## config.mk

```make
export PLATFORM = sky130hd
export DESIGN_NAME = wra_update
export DESIGN_NICKNAME = d
export VERILOG_FILES = /design/src/hdl/wra_pkg.sv /design/src/hdl/wra_fdiv5.sv /design/src/hdl/wra_update.sv
export SDC_FILE = /design/constraint.sdc
export NUM_CORES = 2
export LEC_CHECK = 0
export BUFFER_PORTS_ARGS = -buffer_cell sky130_fd_sc_hd__buf_2
export CAP_MARGIN = 25
export CORE_UTILIZATION = 50
export CTS_BUF_LIST = sky130_fd_sc_hd__clkbuf_8
export CTS_CLUSTER_SIZE = 30
export DETAILED_ROUTE_END_ITERATION = 10
export PLACE_DENSITY_LB_ADDON = 0.3
export SLEW_MARGIN = 0
export SYNTH_ARGS = -nofsm -noshare
export SYNTH_HDL_FRONTEND = slang
export SYNTH_SLANG_ARGS = --single-unit
export TNS_END_PERCENT = 100
```

## constraint.sdc

```tcl
create_clock -name clk_i -period 8.7 [get_ports clk_i]
set_input_delay 1.74 -clock clk_i [delete_from_list [all_inputs] [get_ports clk_i]]
set_output_delay 1.74 -clock clk_i [all_outputs]
set_load 0.01 [all_outputs]
```

## src/hdl/wra_pkg.sv

```systemverilog
`timescale 1ns / 1ps
`default_nettype none
package wra_pkg;

  localparam int GRID_SIDE = 16;
  localparam int CELLS = GRID_SIDE * GRID_SIDE;
  localparam int CELL_W = $clog2(CELLS);
  localparam int ROW_W = $clog2(GRID_SIDE);
  localparam int STEP_W = $clog2(GRID_SIDE + 2);
  localparam int STEP_LAST = GRID_SIDE + 1;

  localparam int Q_W = 24;
  localparam int SUM_W = Q_W + 2;
  localparam int Q_MAX = 2 ** (Q_W - 1) - 1;
  localparam int Q_MIN = -(2 ** (Q_W - 1));
  localparam int Q_ONE = 65536;
  localparam int DRIVE_DROP = 19661;
  localparam int DRIVE_SPARK = 32768;
  localparam int ACC_W = 32;

  localparam int DIV_W = 28;
  localparam int DIV_SH = 30;
  localparam int DIV_MW = 28;
  localparam int DIV_M = (2 ** DIV_SH) / 5;
  localparam int DIV_BIAS = 5 * (2 ** (DIV_W - 1));
  localparam int DIV_LAT = 3;

  localparam int SPARK_BITS = 256;
  localparam int PIX_W = 8;
  localparam int MOD_SH = 16;
  localparam int MOD_RW = 17;
  localparam int MOD_RECIP = (2 ** MOD_SH) / CELLS;
  localparam int MOD_PW = PIX_W + MOD_RW;
  localparam int MOD_QW = MOD_PW - MOD_SH;

  localparam int LVL_CLAMP_W = 17;
  localparam int SQ_W = 2 * LVL_CLAMP_W;
  localparam int BP_W = SQ_W + 6;
  localparam int RED_W = 7;
  localparam int GREEN_W = 7;
  localparam int BLUE_W = 8;
  localparam int RED_BASE = 32;
  localparam int GREEN_BASE = 50;
  localparam int BLUE_BASE = 146;
  localparam int BLUE_SCALE = 50;
  localparam int RED_SH = 27;
  localparam int GREEN_SH = 26;
  localparam int BLUE_SH = 32;

  localparam logic CMD_TICK = 1'b0;
  localparam logic CMD_READ = 1'b1;

  typedef logic signed [Q_W-1:0] q_t;
  typedef logic signed [DIV_W-1:0] div_t;
  typedef logic [CELL_W-1:0] cell_t;
  typedef logic [CELL_W:0] cellx_t;
  typedef logic [ROW_W-1:0] row_t;
  typedef logic [STEP_W-1:0] step_t;

  typedef struct packed {
    logic  bank;
    cell_t idx;
  } lvl_addr_t;

  typedef struct packed {
    logic      en;
    lvl_addr_t addr;
    q_t        data;
  } lvl_wr_t;

  typedef struct packed {
    q_t heat;
    q_t drive;
  } hd_t;

  typedef struct packed {
    logic  en;
    cell_t idx;
    hd_t   data;
  } hd_wr_t;

  typedef enum logic [2:0] {
    ST_CLEAR,
    ST_IDLE,
    ST_TICK,
    ST_RD_MOD,
    ST_RD_ADDR,
    ST_RD_DATA,
    ST_RD_COLOR
  } state_e;

  function automatic q_t sat_q(input div_t v);
    q_t r;
    if (v > Q_MAX) begin
      r = q_t'(Q_MAX);
    end else if (v < Q_MIN) begin
      r = q_t'(Q_MIN);
    end else begin
      r = q_t'(v);
    end
    return r;
  endfunction

  function automatic logic [7:0] spark_idx(input cell_t c);
    logic [CELL_W+7:0] w;
    w = {8'b0, c};
    return w[7:0];
  endfunction

endpackage
`default_nettype wire

```

## src/hdl/wra_fdiv5.sv

```systemverilog
`timescale 1ns / 1ps
`default_nettype none
module wra_fdiv5 import wra_pkg::*; (
  input  logic clk_i,
  input  div_t x_i,
  output div_t q_o
);

  logic [DIV_SH:0]          xs;
  logic [DIV_SH-1:0]        xb_q;
  logic [DIV_SH-1:0]        xb2_q;
  logic [DIV_SH+DIV_MW-1:0] prod;
  logic [DIV_MW-1:0]        q0_q;
  logic [DIV_SH-1:0]        rem;
  logic [DIV_MW-1:0]        q1;
  div_t                     res_q;

  // The operand is biased to a positive value so that the reciprocal
  // estimate truncates in the same direction as a floor division.
  assign xs = (DIV_SH + 1)'(x_i) + (DIV_SH + 1)'(DIV_BIAS);
  assign prod = (DIV_SH + DIV_MW)'(xb_q) * (DIV_SH + DIV_MW)'(DIV_M);
  assign rem = xb2_q - (DIV_SH'(q0_q) << 2) - DIV_SH'(q0_q);
  assign q1 = (rem >= DIV_SH'(5)) ? q0_q + DIV_MW'(1) : q0_q;

  always_ff @(posedge clk_i) begin
    xb_q  <= xs[DIV_SH-1:0];
    xb2_q <= xb_q;
    q0_q  <= prod[DIV_SH+DIV_MW-1:DIV_SH];
    res_q <= div_t'(q1 - DIV_MW'(2 ** (DIV_W - 1)));
  end

  assign q_o = res_q;

endmodule
`default_nettype wire

```

## src/hdl/wra_update.sv

```systemverilog
`timescale 1ns / 1ps
`default_nettype none
module wra_update import wra_pkg::*; (
  input  logic                  clk_i,
  input  logic                  rst_ni,
  input  logic                  start_i,
  input  logic                  bank_i,
  input  logic [SPARK_BITS-1:0] spark_i,
  input  q_t                    lvl_rdata_i,
  input  hd_t                   hd_rdata_i,
  output lvl_addr_t             lvl_raddr_o,
  output cell_t                 hd_raddr_o,
  output lvl_wr_t               lvl_wr_o,
  output hd_wr_t                hd_wr_o,
  output logic                  done_o
);

  typedef struct packed {
    logic  last;
    cell_t idx;
    q_t    drive;
  } meta_t;

  logic  run_q;
  row_t  col_q;
  step_t step_q;
  row_t  row;
  cell_t issue_cell;
  logic  issue_last;

  logic  p1_v_q, p1_c_q, p1_last_q;
  cell_t p1_cell_q;
  q_t    w0_q, w1_q;
  logic signed [SUM_W-1:0] sum;

  logic  p2_v_q, p2_last_q, p2_spark_q;
  cell_t p2_cell_q;
  logic signed [SUM_W-1:0] p2_sum_q;
  q_t    p2_heat_q, p2_drive_q;

  logic signed [ACC_W-1:0] lvl_acc, heat_acc;
  div_t  lvl_x, heat_x, lvl_q, heat_q;
  q_t    drive_next;
  q_t    heat_sat;

  logic  mv_q [DIV_LAT];
  meta_t meta_q [DIV_LAT];

  // Each column is walked from the two wrapped rows above row zero down to
  // the last row, so two registers hold the older rows of the window.
  assign row = (step_q < step_t'(2)) ? row_t'(GRID_SIDE - 2 + int'(step_q))
                                     : row_t'(step_q - step_t'(2));
  assign issue_cell = cell_t'(cell_t'(row) * cell_t'(GRID_SIDE)) + cell_t'(col_q);
  assign issue_last = (col_q == row_t'(GRID_SIDE - 1)) && (step_q == step_t'(STEP_LAST));

  assign lvl_raddr_o = '{bank: bank_i, idx: issue_cell};
  assign hd_raddr_o  = issue_cell;

  always_ff @(posedge clk_i or negedge rst_ni) begin
    if (!rst_ni) begin
      run_q  <= 1'b0;
      col_q  <= '0;
      step_q <= '0;
      p1_v_q <= 1'b0;
      p2_v_q <= 1'b0;
      for (int i = 0; i < DIV_LAT; i++) begin
        mv_q[i] <= 1'b0;
      end
    end else begin
      if (start_i) begin
        run_q  <= 1'b1;
        col_q  <= '0;
        step_q <= '0;
      end else if (run_q) begin
        if (step_q == step_t'(STEP_LAST)) begin
          step_q <= '0;
          col_q  <= col_q + row_t'(1);
          if (issue_last) begin
            run_q <= 1'b0;
          end
        end else begin
          step_q <= step_q + step_t'(1);
        end
      end
      p1_v_q <= run_q;
      p2_v_q <= p1_v_q && p1_c_q;
      mv_q[0] <= p2_v_q;
      for (int i = 1; i < DIV_LAT; i++) begin
        mv_q[i] <= mv_q[i-1];
      end
    end
  end

  assign sum = SUM_W'(w1_q) + SUM_W'(w0_q) + SUM_W'(lvl_rdata_i);

  always_ff @(posedge clk_i) begin
    p1_c_q    <= step_q >= step_t'(2);
    p1_last_q <= issue_last;
    p1_cell_q <= issue_cell;
    if (p1_v_q) begin
      w1_q <= w0_q;
      w0_q <= lvl_rdata_i;
    end
    p2_sum_q   <= sum;
    p2_heat_q  <= hd_rdata_i.heat;
    p2_drive_q <= hd_rdata_i.drive;
    p2_spark_q <= spark_i[spark_idx(p1_cell_q)];
    p2_cell_q  <= p1_cell_q;
    p2_last_q  <= p1_last_q;
  end

  // Division by 80 is a floor shift by four followed by a floor division by
  // five; division by 20 is a shift by two followed by the same.
  assign lvl_acc = ACC_W'(32'sd25) * ACC_W'(p2_sum_q) + ACC_W'(32'sd64) * ACC_W'(p2_heat_q)
                 + ACC_W'(32'sd40);
  assign heat_acc = ACC_W'(32'sd20) * ACC_W'(p2_heat_q) + ACC_W'(p2_drive_q)
                  + ACC_W'(32'sd10);
  assign lvl_x  = div_t'(lvl_acc >>> 4);
  assign heat_x = div_t'(heat_acc >>> 2);
  assign drive_next = p2_spark_q ? q_t'(DRIVE_SPARK)
                                 : sat_q(div_t'(p2_drive_q) - div_t'(DRIVE_DROP));

  wra_fdiv5 u_div_lvl (
    .clk_i (clk_i),
    .x_i   (lvl_x),
    .q_o   (lvl_q)
  );

  wra_fdiv5 u_div_heat (
    .clk_i (clk_i),
    .x_i   (heat_x),
    .q_o   (heat_q)
  );

  always_ff @(posedge clk_i) begin
    meta_q[0] <= '{last: p2_last_q, idx: p2_cell_q, drive: drive_next};
    for (int i = 1; i < DIV_LAT; i++) begin
      meta_q[i] <= meta_q[i-1];
    end
  end

  assign heat_sat = sat_q(heat_q);

  assign lvl_wr_o = '{en: mv_q[DIV_LAT-1],
                      addr: '{bank: ~bank_i, idx: meta_q[DIV_LAT-1].idx},
                      data: sat_q(lvl_q)};
  assign hd_wr_o = '{en: mv_q[DIV_LAT-1],
                     idx: meta_q[DIV_LAT-1].idx,
                     data: '{heat: (heat_sat < 0) ? q_t'(0) : heat_sat,
                             drive: meta_q[DIV_LAT-1].drive}};
  assign done_o = mv_q[DIV_LAT-1] && meta_q[DIV_LAT-1].last;

endmodule
`default_nettype wire

```

# Yosys cells after proc, flatten, opt, wreduce, memory -nomap -nowiden
# Memory sizes are Yosys's and may differ from the RTL's.
# Cells that the tools add are included.
dict set report totals {
  reg_bits 389
  mem_bits_rw 99
  word_cells 98
  n_memories 1
}
dict set report op_classes {
  add_sub_neg 22
  n_mul 4
  n_lt_le_gt_ge 12
  n_eq_ne 2
  n_mux 23
  bitwise 1
  reduce_logical 6
}
# name depth width read_ports rd_clocked_by_memory_dff write_ports line
set mem_list {}
lappend mem_list {meta_q 3 33 3 0 3 wra_update.sv:47} ;# meta_t meta_q [DIV_LAT];
# op count
set ops {}
lappend ops {{24-bit 2-to-1 mux} 8}
lappend ops {{30-bit by 26-bit multiplier with 56-bit output, second input constant} 2}
lappend ops {{28-bit by 30-bit adder with 30-bit output, second input constant} 2}
lappend ops {{30-bit by 3-bit greater-or-equal comparator with 1-bit output, second input constant} 2}
lappend ops {{30-bit by 28-bit subtractor with 30-bit output} 2}
lappend ops {{30-bit subtractor} 2}
lappend ops {{28-bit by 1-bit adder with 28-bit output, second input constant} 2}
lappend ops {{28-bit by 24-bit greater-than comparator with 1-bit output, second input constant} 2}
lappend ops {{28-bit by 24-bit < comparator with 1-bit output, second input constant} 2}
lappend ops {{28-bit 2-to-1 mux} 2}
lappend ops {{28-bit subtractor, second input constant} 2}
lappend ops {{32-bit by 30-bit adder with 32-bit output} 1}
lappend ops {{32-bit by 7-bit adder with 32-bit output, second input constant} 1}
lappend ops {{6-bit by 26-bit multiplier with 32-bit output, first input constant} 1}
lappend ops {{30-bit by 24-bit adder with 30-bit output} 1}
lappend ops {{30-bit by 5-bit adder with 30-bit output, second input constant} 1}
lappend ops {{4-bit by 24-bit multiplier with 28-bit output, first input constant} 1}
lappend ops {{25-bit by 24-bit adder with 26-bit output} 1}
lappend ops {{24-bit by 24-bit adder with 25-bit output} 1}
lappend ops {{25-bit by 24-bit greater-than comparator with 1-bit output, second input constant} 1}
lappend ops {{25-bit by 24-bit < comparator with 1-bit output, second input constant} 1}
lappend ops {{24-bit by 16-bit subtractor with 25-bit output, second input constant} 1}
lappend ops {{24-bit by 1-bit < comparator with 1-bit output, second input constant} 1}
lappend ops {{4-bit 2-to-1 mux} 4}
lappend ops {{other kinds (17)} 26}

# Longest topological paths before layout
dict set report logic_depth {
  depth_word 6
  ltp_mapped 29
  mapped_depth_nobuf 29
}

# By module
# From an unflattened synthesis, not the netlist that was laid out.
dict set report hier_totals {
  cells_unflattened 5034
  area_unflattened_um2 50890.1
}
# module n_inst cells_per_inst area_per_inst_um2 seq_area_each_um2
set by_module_without_submodules {}
lappend by_module_without_submodules {wra_update 1 1695 17640.7 5680.4}
lappend by_module_without_submodules {{wra_fdiv5 at u_div_heat} 1 1666 16647.2 2242.2}
lappend by_module_without_submodules {{wra_fdiv5 at u_div_lvl} 1 1673 16602.2 2242.2}

# Worst setup path before layout
# No wires, ideal clock.
dict set report synth_path {
  path_type {register to register}
  from {register u_div_heat.xb_q[14]}
  to {register u_div_heat.q0_q[26]}
  setup_ns 0.072
  arrival_time_ns 6.542
  required_ns 8.628
  setup_slack_ns 2.087
  stages_incl_launch_ff 26
  synth_period_minus_slack_ns 6.613
  path_cell_list {dfxtp_1 -> ha_1 -> fa_1 -> fa_1 -> inv_1 -> fa_1 -> fa_1 -> inv_1 -> fa_1 -> inv_1 -> fa_1 -> inv_1 -> ha_1 -> nand4_1 -> nor3_1 -> nand4_1 -> a211oi_1 -> o21ai_1 -> a2111oi_0 -> o21ai_1 -> a21oi_1 -> o2111ai_1 -> a21oi_1 -> o31ai_1 -> o21bai_1 -> xor2_1}
}
dict set report synth_via {
  elab_chain_cells 1
}
# item line
set synth_lines {}
lappend synth_lines {{start, declared} wra_fdiv5.sv:10} ;# logic [DIV_SH-1:0] xb_q;
lappend synth_lines {{start signal, assigned} wra_fdiv5.sv:26} ;# xb_q <= xs[DIV_SH-1:0];
lappend synth_lines {{30-bit by 26-bit multiplier with 56-bit output} wra_fdiv5.sv:21} ;# assign prod = (DIV_SH + DIV_MW)'(xb_q) * (DIV_SH + DIV_MW)'(DIV_M);
lappend synth_lines {{via u_div_heat.prod[56]} wra_fdiv5.sv:12} ;# logic [DIV_SH+DIV_MW-1:0] prod;
lappend synth_lines {{end signal, assigned} wra_fdiv5.sv:28} ;# q0_q <= prod[DIV_SH+DIV_MW-1:DIV_SH];
lappend synth_lines {{end, declared} wra_fdiv5.sv:13} ;# logic [DIV_MW-1:0] q0_q;
# The timed path passes the listed nets, and every way through them passes these cells.
# A chain may end at the register's enable or synchronous reset.

# Final worst setup path
dict set report layout_path {
  from {register u_div_heat.xb_q[12]}
  to {register u_div_heat.q0_q[26]}
}
# The elaborated chain is that of the path after synthesis.

==> flow_summary.json <==
{
  "hold_viol_final": 0,
  "cp_num_cells": 25,
  "clock_skew_ns": 0.03003,
  "syn_inst": 4848,
  "clock_path_buffers": 3,
  "synthSimpleGateAreaFrac": 0.07053,
  "cts_buffers": 88,
  "gr-total-overflow": 0,
  "wl_per_cell_um": 19.81,
  "synth_top_family_by_area": "adder cells",
  "drtIter0Drc": 2288,
  "drc": 0,
  "dp_cells": 6477,
  "reg2reg_depth": 25,
  "path_buf_inv": 4,
  "hold_buffers": 0,
  "crit_start": "u_div_heat.xb_q[12]",
  "yosysSeqAreaShare": 0.2049,
  "cpMostUsedCell": "fa_1",
  "grt_pass1_wl_um": 202800,
  "portBuffers": 439,
  "vias": 34660,
  "synth_compound_area_frac": 0.07817,
  "critPathRequiredTime_ns": 9.36,
  "critPathMaxStageDelay_ns": 0.55,
  "grt_start_max_net_pins": 66,
  "critical_path.endpoint": "u_div_heat.q0_q[26]",
  "cts_resized": 0,
  "grt_util_all_layers": 0.2677,
  "clk_latency_ns": 0.75,
  "drv_cap": 0,
  "post_layout_nonfiller_instances": 6649,
  "grt_pass1_vias": 35710,
  "synth_nets": 6607,
  "rsz0062_at_grt": "false",
  "hold_path.class": "reg -> reg",
  "hp-start": "meta_q[0][54]",
  "tightest_slew_ns": 0.9354,
  "rows": 115,
  "floorplan.die.height_um": 317.0,
  "ys_ff_latch": 480,
  "synth_edf_count": 48,
  "slowest_stage": "fa_1",
  "finalCriticalPeriod_ns": 7.636,
  "dpl.hpwl_um": 114900,
  "critPathLaunchType": "flip-flop",
  "drt.antenna.violating_nets": 0,
  "ctsRootBufferMaster": "clkbuf_8",
  "avgSynthCellArea_um2": 10.23,
  "wl_um": 131700,
  "drive_above_1_share": 0.1321,
  "setup_viol": 0,
  "critPathTopFamily": "adder cells",
  "nNetsFinal": 7040,
  "max-slew-margin-rel": 0.3756,
  "postCtsSetupRepairBufs": 0,
  "r2r_start": "u_div_heat.xb_q[12]",
  "crit_type": "reg -> reg",
  "crit_path_end_kind": "flip-flop",
  "synth_area_mm2": 0.04962,
  "placed_area_mm2": 0.05291,
  "setup_tns_ns": 0,
  "start_util": 0.5049,
  "dieArea_mm2": 0.1005,
  "synth_cell_type_count": 82,
  "slew_viol_final": 0,
  "cp_max_fo": 5,
  "crit_arrival_ns": 8.30,
  "routed_via_density": 5.213,
  "firstDrtPassIters": 6,
  "cts_tree": "done",
  "final_cell_area_mm2": 0.05491,
  "dominantRegCellSynth": "dfxtp_1",
  "postSynth.asyncResetShare": 0.03125,
  "synth_fa_ha_area_frac": 0.4596,
  "core_area_mm2": 0.09828,
  "antenna_found_initial": 21,
  "htree_levels": 3,
  "die_w_um": 317.0,
  "pin_count": 441,
  "finalWeightedCongestion": 1.028,
  "clock-sinks": 480,
  "synth-xor-area-share": 0.04466,
  "synth_mux_area_frac": 0.04088,
  "reg2reg_slack_ns": 1.06,
  "reg2reg_to": "u_div_heat.q0_q[26]",
  "max_freq_mhz": 131.0,
  "clk_pin_slew_ns": 0.07,
  "post-route-period-util": 0.8776,
  "ys_warn_count": 0,
  "status": "finished, final reports clean",
  "area_delta_synth_final_pct": 10.66
}
-- synthesized netlist by cell type (8+ instances only) --
master | n | area (um^2)
o21ai_0 | 88 | 440.4
o311ai_0 | 8 | 70.07
a21oi_1 | 178 | 890.9
inv_1 | 1180 | 4429
nand2b_1 | 31 | 193.9
nor3_1 | 69 | 345.3
and3_1 | 31 | 193.9
dfxtp_1 | 417 | 8348
xor2_1 | 84 | 735.7
nor2b_1 | 30 | 187.7
a31oi_1 | 24 | 150.1
nor2_1 | 219 | 822.0
nor4_1 | 18 | 112.6
buf_4 | 53 | 397.9
nand4_1 | 31 | 193.9
a21o_1 | 79 | 593.1
o21bai_1 | 26 | 195.2
a211oi_1 | 18 | 135.1
dfrtp_1 | 15 | 375.4
mux4_2 | 85 | 1914
a21boi_0 | 9 | 67.56
fa_1 | 659 | 13190
a211o_1 | 10 | 87.58
o31ai_1 | 9 | 67.56
ha_1 | 768 | 9609
nand3_1 | 69 | 345.3
or2_2 | 18 | 112.6
edfxtp_1 | 48 | 1441
nand2_1 | 129 | 484.2
o211ai_1 | 12 | 90.09
or3_1 | 14 | 87.58
mux2i_1 | 8 | 80.08
o21a_1 | 48 | 360.4
xnor2_1 | 169 | 1480
and2_1 | 19 | 118.9
buf_1 | 10 | 37.54
o21ai_1 | 9 | 45.04
o2111ai_1 | 10 | 87.58
clkbuf_1 | 41 | 153.9
-- layout make-up --
class	count	area, um^2
Clock buffer	102	1404
Sequential cell	480	10170
Tap cell	1287	1610
Inverter	1180	4429
Timing Repair Buffer	448	2281
Multi-Input combinational cell	3083	34430
Antenna cell	8	20.02
Clock inverter	61	558.0
Fill cell	8582	43370
-- metrics by stage --
step | setup WS, ns | hold slack (ns) | utilization
after global placement | 1.265 | 0.3102 | 0.5382
after detailed placement | 1.113 | 0.3121 | 0.5383
after floorplan | 2.087 | 0.3096 | -
final | 1.064 | 0.3050 | 0.5587
after CTS | 1.034 | 0.3162 | 0.5583
after global routing | 0.5384 | 0.3292 | 0.5586
-- metal layers --
| metal | vias to the layer above | global-route usage | part of all wire | routed length [um] |
|---|---|---|---|---|
| li1 | 16490 | - | - | - |
| met2 | 1111 | 0.4228 | 0.45 | 59310 |
| met1 | 16830 | 0.3699 | 0.44 | 58560 |
| met5 | - | 0 | 0.0013 | 177 |
| met3 | 207 | 0.06215 | 0.080 | 10490 |
| met4 | 26 | 0.07048 | 0.024 | 3170 |
-- cells by family (layout without fill, tap and decap cells) --
logic type / count (synthesis) / after routing
adder cells (fa/ha/maj): 1427 / 1427
buffers and inverters: 1285 / 1791
AND/OR/NAND/NOR: 714 / 714
AO/OA/AOI/OAI: 592 / 592
flip-flops: 480 / 480
XOR/XNOR: 253 / 253
multiplexers: 96 / 96
other: 1 / 9
-- worst min-delay path by stage --
stage / to / slack (ns) / cells after the start
2_1_floorplan: meta_q[0][24] / 0.31 / 0
3_3_place_gp: meta_q[0][28] / 0.31 / 0
3_5_place_dp: meta_q[0][27] / 0.31 / 0
4_1_cts: meta_q[0][87] / 0.32 / 0
5_1_grt: meta_q[0][36] / 0.33 / 0
6_report: meta_q[0][87] / 0.30 / 0
-- sequential cells by signal (all words and copies together), names as in the netlist, 24 cells and up --
register	count
u_div_lvl.q_o	28
u_div_lvl.q0_q	28
w1_q	24
w0_q	24
u_div_heat.xb2_q	28
p2_sum_q	26
meta_q	99
p2_drive_q	24
u_div_heat.xb_q	28
u_div_heat.q_o	28
u_div_heat.q0_q	28
u_div_lvl.xb_q	28
u_div_lvl.xb2_q	28
p2_heat_q	24
-- cells in the final DEF, fill, tap and decap left out, types with 19 or more instances in the layout --
cell type / netlist / routed
a21o_1: 79 / 79
a21oi_1: 178 / 178
a31oi_1: 24 / 24
and2_1: 19 / 19
and3_1: 31 / 31
buf_2: 1 / 439
clkbuf_8: 0 / 102
dfxtp_1: 417 / 415
edfxtp_1: 48 / 48
fa_1: 659 / 659
ha_1: 768 / 768
inv_1: 1180 / 1208
mux4_2: 85 / 85
nand2_1: 129 / 129
nand2b_1: 31 / 31
nand3_1: 69 / 69
nand4_1: 31 / 31
nor2_1: 219 / 219
nor2b_1: 30 / 30
nor3_1: 69 / 69
o21a_1: 48 / 48
o21ai_0: 88 / 88
o21bai_1: 26 / 26
xnor2_1: 169 / 169
xor2_1: 84 / 84
Power is not shown: default switching activity piles up to over one toggle a cycle in this logic, so the estimate is an artifact.
